[src/sv/kpd_pkg.sv]
// Package for the keypad scan, debounce and decode block.
// Holds payload and configuration types, register map and scan/decode functions.
// No dependencies.
package kpd_pkg;

    // Register map, word index into the configuration space
    localparam int unsigned RegAddrWidth = 4;
    localparam logic [1:0] REG_WINDOW_TICKS  = 2'd0;
    localparam logic [1:0] REG_MIN_MATCHES   = 2'd1;
    localparam logic [1:0] REG_HOLDOFF_TICKS = 2'd2;

    localparam logic [3:0]  WINDOW_TICKS_RST  = 4'd3;
    localparam logic [3:0]  MIN_MATCHES_RST   = 4'd2;
    localparam logic [15:0] HOLDOFF_TICKS_RST = 16'd100;

    // Column weights of the scan code
    localparam logic [2:0] COL0_WEIGHT = 3'b001;
    localparam logic [2:0] COL1_WEIGHT = 3'b010;
    localparam logic [2:0] COL2_WEIGHT = 3'b100;

    // Key table: scan codes
    localparam logic [6:0] CODE_STAR  = 7'h41;
    localparam logic [6:0] CODE_HASH  = 7'h11;
    localparam logic [6:0] CODE_KEY0  = 7'h21;
    localparam logic [6:0] CODE_KEY1  = 7'h48;
    localparam logic [6:0] CODE_KEY2  = 7'h28;
    localparam logic [6:0] CODE_KEY3  = 7'h18;
    localparam logic [6:0] CODE_KEY4  = 7'h44;
    localparam logic [6:0] CODE_KEY5  = 7'h24;
    localparam logic [6:0] CODE_KEY6  = 7'h14;
    localparam logic [6:0] CODE_KEY7  = 7'h42;
    localparam logic [6:0] CODE_KEY8  = 7'h22;
    localparam logic [6:0] CODE_KEY9  = 7'h12;

    localparam logic [7:0] CHAR_UNKNOWN = 8'h00;

    typedef struct packed {
        logic [3:0] rows_col0;
        logic [3:0] rows_col1;
        logic [3:0] rows_col2;
    } tick_t;

    typedef struct packed {
        logic [7:0] key_char;
        logic [6:0] key_code;
    } key_t;

    typedef struct packed {
        logic [3:0]  window_ticks;
        logic [3:0]  min_matches;
        logic [15:0] holdoff_ticks;
    } cfg_t;

    // Highest-numbered active column wins; zero when no row is high
    function automatic logic [6:0] scan_code(input tick_t t);
        logic [6:0] code;
        code = 7'd0;
        if (t.rows_col2 != 4'd0)
        begin
            code = {COL2_WEIGHT, t.rows_col2};
        end
        else if (t.rows_col1 != 4'd0)
        begin
            code = {COL1_WEIGHT, t.rows_col1};
        end
        else if (t.rows_col0 != 4'd0)
        begin
            code = {COL0_WEIGHT, t.rows_col0};
        end
        return code;
    endfunction

    function automatic logic [7:0] decode_key(input logic [6:0] code);
        logic [7:0] ch;
        case (code)
            CODE_STAR: ch = "*";
            CODE_HASH: ch = "#";
            CODE_KEY0: ch = "0";
            CODE_KEY1: ch = "1";
            CODE_KEY2: ch = "2";
            CODE_KEY3: ch = "3";
            CODE_KEY4: ch = "4";
            CODE_KEY5: ch = "5";
            CODE_KEY6: ch = "6";
            CODE_KEY7: ch = "7";
            CODE_KEY8: ch = "8";
            CODE_KEY9: ch = "9";
            default:   ch = CHAR_UNKNOWN;
        endcase
        return ch;
    endfunction

endpackage

[src/sv/kpd_apb_regs.sv]
// Configuration registers of the keypad block behind an APB-style port.
// Depends on kpd_pkg for the register map and cfg_t.
module kpd_apb_regs
(
    input  logic                             clk,
    input  logic                             rst_n,
    input  logic                             psel,
    input  logic                             penable,
    input  logic                             pwrite,
    input  logic [kpd_pkg::RegAddrWidth-1:0] paddr,
    input  logic [31:0]                      pwdata,
    output logic [31:0]                      prdata,
    output logic                             pready,
    output kpd_pkg::cfg_t                    cfg
);

    kpd_pkg::cfg_t cfg_reg;
    kpd_pkg::cfg_t cfg_next;
    logic          wr_en;
    logic [1:0]    reg_idx;

    assign pready  = 1'b1;
    assign wr_en   = psel && penable && pwrite && pready;
    assign reg_idx = paddr[3:2];

    always_comb
    begin
        cfg_next = cfg_reg;
        if (wr_en)
        begin
            case (reg_idx)
                kpd_pkg::REG_WINDOW_TICKS:  cfg_next.window_ticks  = pwdata[3:0];
                kpd_pkg::REG_MIN_MATCHES:   cfg_next.min_matches   = pwdata[3:0];
                kpd_pkg::REG_HOLDOFF_TICKS: cfg_next.holdoff_ticks = pwdata[15:0];
                default:                    cfg_next = cfg_reg;
            endcase
        end
    end

    always_ff @(posedge clk or negedge rst_n)
    begin
        if (!rst_n)
        begin
            cfg_reg.window_ticks  <= kpd_pkg::WINDOW_TICKS_RST;
            cfg_reg.min_matches   <= kpd_pkg::MIN_MATCHES_RST;
            cfg_reg.holdoff_ticks <= kpd_pkg::HOLDOFF_TICKS_RST;
        end
        else
        begin
            cfg_reg <= cfg_next;
        end
    end

    always_comb
    begin
        case (reg_idx)
            kpd_pkg::REG_WINDOW_TICKS:  prdata = {28'd0, cfg_reg.window_ticks};
            kpd_pkg::REG_MIN_MATCHES:   prdata = {28'd0, cfg_reg.min_matches};
            kpd_pkg::REG_HOLDOFF_TICKS: prdata = {16'd0, cfg_reg.holdoff_ticks};
            default:                    prdata = 32'd0;
        endcase
    end

    assign cfg = cfg_reg;

endmodule

[src/sv/kpd_scan_stage.sv]
// Input register stage: takes a tick transfer and holds its scan code.
// Depends on kpd_pkg for tick_t and scan_code().
module kpd_scan_stage
(
    input  logic           clk,
    input  logic           rst_n,
    input  logic           tick_valid,
    output logic           tick_stall,
    input  kpd_pkg::tick_t tick,
    input  logic           advance,
    output logic           code_valid,
    output logic [6:0]     code
);

    logic       valid_reg;
    logic       valid_next;
    logic [6:0] code_reg;
    logic       load;

    // Hold the stage while its item cannot move on
    assign tick_stall = valid_reg && !advance;
    assign load       = tick_valid && !tick_stall;
    assign valid_next = tick_stall ? valid_reg : tick_valid;

    always_ff @(posedge clk or negedge rst_n)
    begin
        if (!rst_n)
        begin
            valid_reg <= 1'b0;
        end
        else
        begin
            valid_reg <= valid_next;
        end
    end

    always_ff @(posedge clk)
    begin
        if (load)
        begin
            code_reg <= kpd_pkg::scan_code(tick);
        end
    end

    assign code_valid = valid_reg;
    assign code       = code_reg;

endmodule

[src/sv/kpd_debounce.sv]
// Debounce window, holdoff counter and result register of the keypad block.
// Depends on kpd_pkg for cfg_t, key_t and decode_key().
module kpd_debounce
(
    input  logic          clk,
    input  logic          rst_n,
    input  kpd_pkg::cfg_t cfg,
    input  logic          code_valid,
    input  logic [6:0]    code,
    output logic          advance,
    output logic          key_valid,
    input  logic          key_stall,
    output kpd_pkg::key_t key
);

    logic [6:0]    saved_code_reg;
    logic [6:0]    saved_code_next;
    logic [3:0]    window_pos_reg;
    logic [3:0]    window_pos_next;
    logic [3:0]    match_count_reg;
    logic [3:0]    match_count_next;
    logic [15:0]   holdoff_left_reg;
    logic [15:0]   holdoff_left_next;
    logic          key_valid_reg;
    logic          key_valid_next;
    kpd_pkg::key_t key_reg;

    logic          step;
    logic          opening;
    logic          in_window;
    logic [3:0]    count_base;
    logic [3:0]    count_inc;
    logic [3:0]    pos_inc;
    logic [3:0]    win_len;
    logic          closing;
    logic          emit;

    // The result register frees up when empty or being taken
    assign advance = !key_valid_reg || !key_stall;
    assign step    = code_valid && advance;

    always_comb
    begin
        saved_code_next   = saved_code_reg;
        window_pos_next   = window_pos_reg;
        match_count_next  = match_count_reg;
        holdoff_left_next = holdoff_left_reg;
        emit              = 1'b0;

        opening    = (window_pos_reg == 4'd0) && (code != 7'd0);
        in_window  = (window_pos_reg != 4'd0) || opening;
        count_base = opening ? 4'd0 : match_count_reg;
        count_inc  = (code == (opening ? code : saved_code_reg)) ? count_base + 4'd1
                                                                  : count_base;
        pos_inc    = window_pos_reg + 4'd1;
        win_len    = (cfg.window_ticks == 4'd0) ? 4'd1 : cfg.window_ticks;
        closing    = (pos_inc >= win_len) || (pos_inc == 4'd0);

        if (step)
        begin
            if (holdoff_left_reg != 16'd0)
            begin
                holdoff_left_next = holdoff_left_reg - 16'd1;
            end
            else if (in_window)
            begin
                if (opening)
                begin
                    saved_code_next = code;
                end
                match_count_next = count_inc;
                if (closing)
                begin
                    window_pos_next = 4'd0;
                    if (count_inc >= cfg.min_matches)
                    begin
                        emit              = 1'b1;
                        holdoff_left_next = cfg.holdoff_ticks;
                    end
                end
                else
                begin
                    window_pos_next = pos_inc;
                end
            end
        end
    end

    always_comb
    begin
        key_valid_next = key_valid_reg;
        if (key_valid_reg && !key_stall)
        begin
            key_valid_next = 1'b0;
        end
        if (step)
        begin
            key_valid_next = emit;
        end
    end

    always_ff @(posedge clk or negedge rst_n)
    begin
        if (!rst_n)
        begin
            saved_code_reg   <= 7'd0;
            window_pos_reg   <= 4'd0;
            match_count_reg  <= 4'd0;
            holdoff_left_reg <= 16'd0;
            key_valid_reg    <= 1'b0;
        end
        else
        begin
            saved_code_reg   <= saved_code_next;
            window_pos_reg   <= window_pos_next;
            match_count_reg  <= match_count_next;
            holdoff_left_reg <= holdoff_left_next;
            key_valid_reg    <= key_valid_next;
        end
    end

    always_ff @(posedge clk)
    begin
        if (emit)
        begin
            key_reg.key_char <= kpd_pkg::decode_key(saved_code_next);
            key_reg.key_code <= saved_code_next;
        end
    end

    assign key_valid = key_valid_reg;
    assign key       = key_reg;

    // A holdoff only starts when a window closes
    a_holdoff_window_closed: assert property (@(posedge clk) disable iff (!rst_n)
        holdoff_left_reg != 16'd0 |-> window_pos_reg == 4'd0)
        else $error("holdoff running with window open");

    // An open window always has a nonzero code with a single column weight
    a_open_saved_code: assert property (@(posedge clk) disable iff (!rst_n)
        window_pos_reg != 4'd0 |-> saved_code_reg != 7'd0 && $onehot(saved_code_reg[6:4]))
        else $error("open window without a valid saved code");

    // At most one match per tick in the window
    a_match_bound: assert property (@(posedge clk) disable iff (!rst_n)
        window_pos_reg != 4'd0 |-> match_count_reg <= window_pos_reg)
        else $error("match count exceeds window position");

endmodule

[src/sv/keypad_scan_debounce_decode.sv]
// Top level of the 3x4 keypad scanner with debounce and key decode.
// Depends on kpd_pkg, kpd_apb_regs, kpd_scan_stage and kpd_debounce.
//
//  port group  | direction | handshake             | payload
//  ------------+-----------+-----------------------+---------------------------------
//  tick        | in        | tick_valid/tick_stall | rows_col0, rows_col1, rows_col2
//  key         | out       | key_valid/key_stall   | key_char, key_code
//  apb         | in/out    | psel/penable/pready   | paddr, pwdata, prdata
//
// One tick transfer is taken per cycle while tick_stall is low; key_valid rises
// once the transfer closing its window has passed the input and then the result register.
// Reset (rst_n low) closes the window, clears holdoff and loads register defaults.
// key_stall holds the result register; tick_stall rises only while a full input
// register waits behind a held result.
module keypad_scan_debounce_decode
(
    input  logic                             clk,
    input  logic                             rst_n,
    // Tick channel: one row sample per column
    input  logic                             tick_valid,
    output logic                             tick_stall,
    input  kpd_pkg::tick_t                   tick,
    // Key channel: accepted key
    output logic                             key_valid,
    input  logic                             key_stall,
    output kpd_pkg::key_t                    key,
    // Configuration port
    input  logic                             psel,
    input  logic                             penable,
    input  logic                             pwrite,
    input  logic [kpd_pkg::RegAddrWidth-1:0] paddr,
    input  logic [31:0]                      pwdata,
    output logic [31:0]                      prdata,
    output logic                             pready
);

    kpd_pkg::cfg_t cfg;
    logic          code_valid;
    logic [6:0]    code;
    logic          advance;

    // Window length, match threshold and holdoff length
    kpd_apb_regs u_regs
    (
        .clk     (clk),
        .rst_n   (rst_n),
        .psel    (psel),
        .penable (penable),
        .pwrite  (pwrite),
        .paddr   (paddr),
        .pwdata  (pwdata),
        .prdata  (prdata),
        .pready  (pready),
        .cfg     (cfg)
    );

    // Register each tick transfer as its scan code
    kpd_scan_stage u_scan
    (
        .clk        (clk),
        .rst_n      (rst_n),
        .tick_valid (tick_valid),
        .tick_stall (tick_stall),
        .tick       (tick),
        .advance    (advance),
        .code_valid (code_valid),
        .code       (code)
    );

    // Advance the window and holdoff, register the decoded key
    kpd_debounce u_debounce
    (
        .clk        (clk),
        .rst_n      (rst_n),
        .cfg        (cfg),
        .code_valid (code_valid),
        .code       (code),
        .advance    (advance),
        .key_valid  (key_valid),
        .key_stall  (key_stall),
        .key        (key)
    );

endmodule
[config.mk]
export PLATFORM = sky130hd
export DESIGN_NAME = keypad_scan_debounce_decode
export DESIGN_NICKNAME = d
export VERILOG_FILES = /design/src/sv/kpd_pkg.sv /design/src/sv/kpd_apb_regs.sv /design/src/sv/kpd_scan_stage.sv /design/src/sv/kpd_debounce.sv /design/src/sv/keypad_scan_debounce_decode.sv
export SDC_FILE = /design/constraint.sdc
export NUM_CORES = 1
export LEC_CHECK = 0
export ABC_CLOCK_PERIOD_IN_PS = 7800
export BUFFER_PORTS_ARGS = -buffer_cell sky130_fd_sc_hd__buf_4
export CAP_MARGIN = 5
export CORE_MARGIN = 2
export CORE_UTILIZATION = 50
export CTS_BUF_LIST = sky130_fd_sc_hd__clkbuf_2 sky130_fd_sc_hd__clkbuf_4 sky130_fd_sc_hd__clkbuf_8
export DETAILED_ROUTE_END_ITERATION = 16
export GPL_TIMING_DRIVEN = 0
export HOLD_SLACK_MARGIN = 0.05
export PLACE_DENSITY_LB_ADDON = 0.3
export SYNTH_ARGS = -nofsm -noshare
export SYNTH_HDL_FRONTEND = slang
export SYNTH_SLANG_ARGS = --single-unit
[constraint.sdc]
create_clock -name clk -period 7.8 [get_ports clk]
set_input_delay 0.78 -clock clk [delete_from_list [all_inputs] [get_ports clk]]
set_output_delay 0.78 -clock clk [all_outputs]
set_load 0.01 [all_outputs]
==> flow_summary.json <==
{
  "ys_ff_latch": 77,
  "grt_pass1_wl_mm": 15.9,
  "syn_area_per_cell_um2": 10.2,
  "timing.fmax_mhz": 207,
  "clockBufferDepth": 2,
  "outcome": "completed",
  "reg2reg_depth": 15,
  "comb_power_share_pct": 27.8,
  "fin_area_mm2": 0.00523,
  "post_cts_resized": 0,
  "areaGrowthSynthToFinish_pct": 20.2,
  "irDropWorstVdd_uv": 105,
  "critical_path_class": "reg2reg",
  "core_mm2": 0.00859,
  "syn_area_mm2": 0.00435,
  "wirelength_mm": 9.31,
  "htreeDepth": 3,
  "clkPwrFrac_pct": 23.9,
  "cpPeakStageDelay_ps": 750,
  "layout_common_cells": "buf_4 (85), dfrtp_1 (51), nand2_1 (36)",
  "die_h_um": 97.2,
  "cts_buffers": 9,
  "worst-path-max-fanout": 10,
  "rsz0062_at_grt": "false",
  "hpwl_mm": 6.93,
  "initial_core_util_pct": 50.6,
  "ant_nets": 0,
  "cts_tree": "done",
  "io_pins": 105,
  "yosysSeqAreaShare_pct": 46.8,
  "via_count": 3449,
  "seqCellArea_mm2": 0.00203,
  "crit_top_cell": "a21oi_1",
  "arrival_ps": 5050,
  "critical_path.slowest_cell": "o31ai_1",
  "grt_pass1_vias": 3292,
  "num_antenna_cells": 0,
  "dr.pass1.iters": 6,
  "cap_violations": 0,
  "ys_async_sr_fraction_pct": 74.0,
  "tns_ps": 0,
  "ctsHoldBuffers": 0,
  "synth-edff-count": 20,
  "largest_register_ffs": 24,
  "finalNetCount": 589,
  "via_per_inst": 5.43,
  "final.setup_skew_ps": 9.97,
  "required_ps": 8020,
  "min_path_type": "in2async",
  "slew_violations": 0,
  "dieArea_mm2": 0.00946,
  "period_minus_slack_ps": 4830,
  "drive_above_1_share_pct": 28.8,
  "multi_input_area_mm2": 0.00210,
  "path_clk_slew_ps": 80,
  "clock_latency_ps": 360,
  "grt_overflow": 0,
  "cts_setup_buffers": 0,
  "synth_cell_types": 61,
  "final_common_cell": "buf_4",
  "globalplace.congestion": 0.889,
  "antenna_found_initial": 0,
  "placed_cells": 619,
  "grtUsageTotal_pct": 20.7,
  "io_buffer_count": 66,
  "max_slew_margin_pct": 33.1,
  "die_w_um": 97.2,
  "path_cells": "inv_1, ha_1, nor3b_2, a21bo_2, clkbuf_1, a21oi_1, mux2_2, ha_1, a21o_1, a21o_1, a21oi_1, o31ai_1, and2_1, clkbuf_1, a21oi_1",
  "reg2reg_to": "u_debounce.holdoff_left_reg[11]",
  "switching_power_w": 0.000388,
  "power.leakage_nw": 2.34,
  "switching_share_pct": 32.8,
  "fillCellCount": 757,
  "place_worst_setup_slack_ps": 3030,
  "cp_num_buf_inv": 3,
  "finalCritPeriodShare_pct": 62.0,
  "powerDensity_mw_per_mm2": 226,
  "r2r_slack_ps": 2970,
  "r2r-start": "u_debounce.window_pos_reg[0]",
  "crit_family": "compound AO/OA/AOI/OAI gates",
  "setup_viol": 0,
  "drt-wirelength-per-cell_um": 14.7,
  "pwr-share-seq_pct": 48.3,
  "syn_inst": 428,
  "setup_slack_ps": 2970,
  "grt_max_degree": 58,
  "hold_viol": 0,
  "finalPower_w": 0.00118,
  "cts_root_buffer": "clkbuf_8",
  "first_iter_violations": 267,
  "cts.sinks": 77,
  "start_kind": "register",
  "worst_pin_slew_ps": 1000,
  "yosysWarnings": 0,
  "drcViolationCount": 0,
  "critPathLaunch": "u_debounce.window_pos_reg[0]",
  "rows": 34,
  "worstSetupEndpointType": "register",
  "instances_no_fill": 635,
  "synth_ff_type": "dfrtp_1",
  "placed_area_mm2": 0.00504,
  "p_int_w": 0.000794
}
[power groups by stage]
stage / logic [W] / registers (W) / clock network (W)
floorplan: 0.000240 / 0.000553 / 0
global placement: 0.000309 / 0.000572 / 0
detailed placement: 0.000326 / 0.000576 / 0
CTS: 0.000327 / 0.000570 / 0.000287
global route: 0.000373 / 0.000583 / 0.000307
finish: 0.000328 / 0.000572 / 0.000283
[how the worst max path moves through the flow]
stage               depth (start not counted)                              end  slack [ps]
finish                                     15  u_debounce.holdoff_left_reg[11]        2970
global route                               15  u_debounce.holdoff_left_reg[13]        2490
CTS                                        15  u_debounce.holdoff_left_reg[11]        3020
detailed placement                         15  u_debounce.holdoff_left_reg[11]        3030
global placement                           15   u_debounce.holdoff_left_reg[8]        3240
floorplan                                  16   u_debounce.holdoff_left_reg[8]        3950
[cell type report]
class                      instances  share of cell area, %
sequential                        77                   38.9
multi-input combinational        313                   40.1
tap                              108                   2.59
timing repair buffer              66                   9.48
clock buffer                      14                   3.33
inverter                          23                   1.65
clock inverter                     2                  0.192
buffer                            32                   3.71
[kinds of logic after synthesis]
kind of cell / count (synthesis) / synth area share, %
compound gates: 95 / 14.7
xor+xnor: 12 / 2.42
fa+ha+maj: 12 / 3.45
buf+inv: 55 / 6.45
flops: 77 / 46.8
mux: 36 / 9.18
other cells: 2 / 0.173
simple gates: 139 / 16.8
[worst register-to-register path, delay by kind of cell, from the launching register on]
family	cells	cell delay [ps]
mux	1	410
fa+ha+maj	2	410
flops	1	450
simple gates	2	770
compound gates	7	1960
buf+inv	3	710
[through the flow]
stage / util, % / hold slack (ps)
after floorplan: - / 452
after global placement: 58.7 / 469
after detailed placement: 58.7 / 479
after CTS: 60.8 / 496
after global routing: 60.8 / 519
final: 60.8 / 481
[synth_stat cells (5+ instances only)]
cell	n	area, um2
nand2_1	36	135
mux2_2	28	315
o22ai_1	5	31.3
xor2_1	6	52.6
edfxtp_1	20	601
nor3_1	9	45.0
and2_1	18	113
buf_4	19	143
o21bai_1	5	37.5
a21o_1	7	52.6
inv_1	22	82.6
dfrtp_1	51	1280
a31oi_1	8	50.1
dfstp_2	6	158
o31ai_1	5	37.5
a21oi_1	20	100
nand3_1	21	105
mux2i_1	7	70.1
clkbuf_1	11	41.3
nor2_1	23	86.3
ha_1	12	150
xnor2_1	6	52.6
o21ai_0	19	95.1
[layer usage]
metal	track usage [%]	vias to the layer above	part of all wire [%]
met4	7.48	0	1.4
met2	32.1	102	48
met1	28.0	1642	45
met5	0	-	0
li1	-	1696	-
met3	5.68	9	5.9
(Power assumes the default switching activity.)
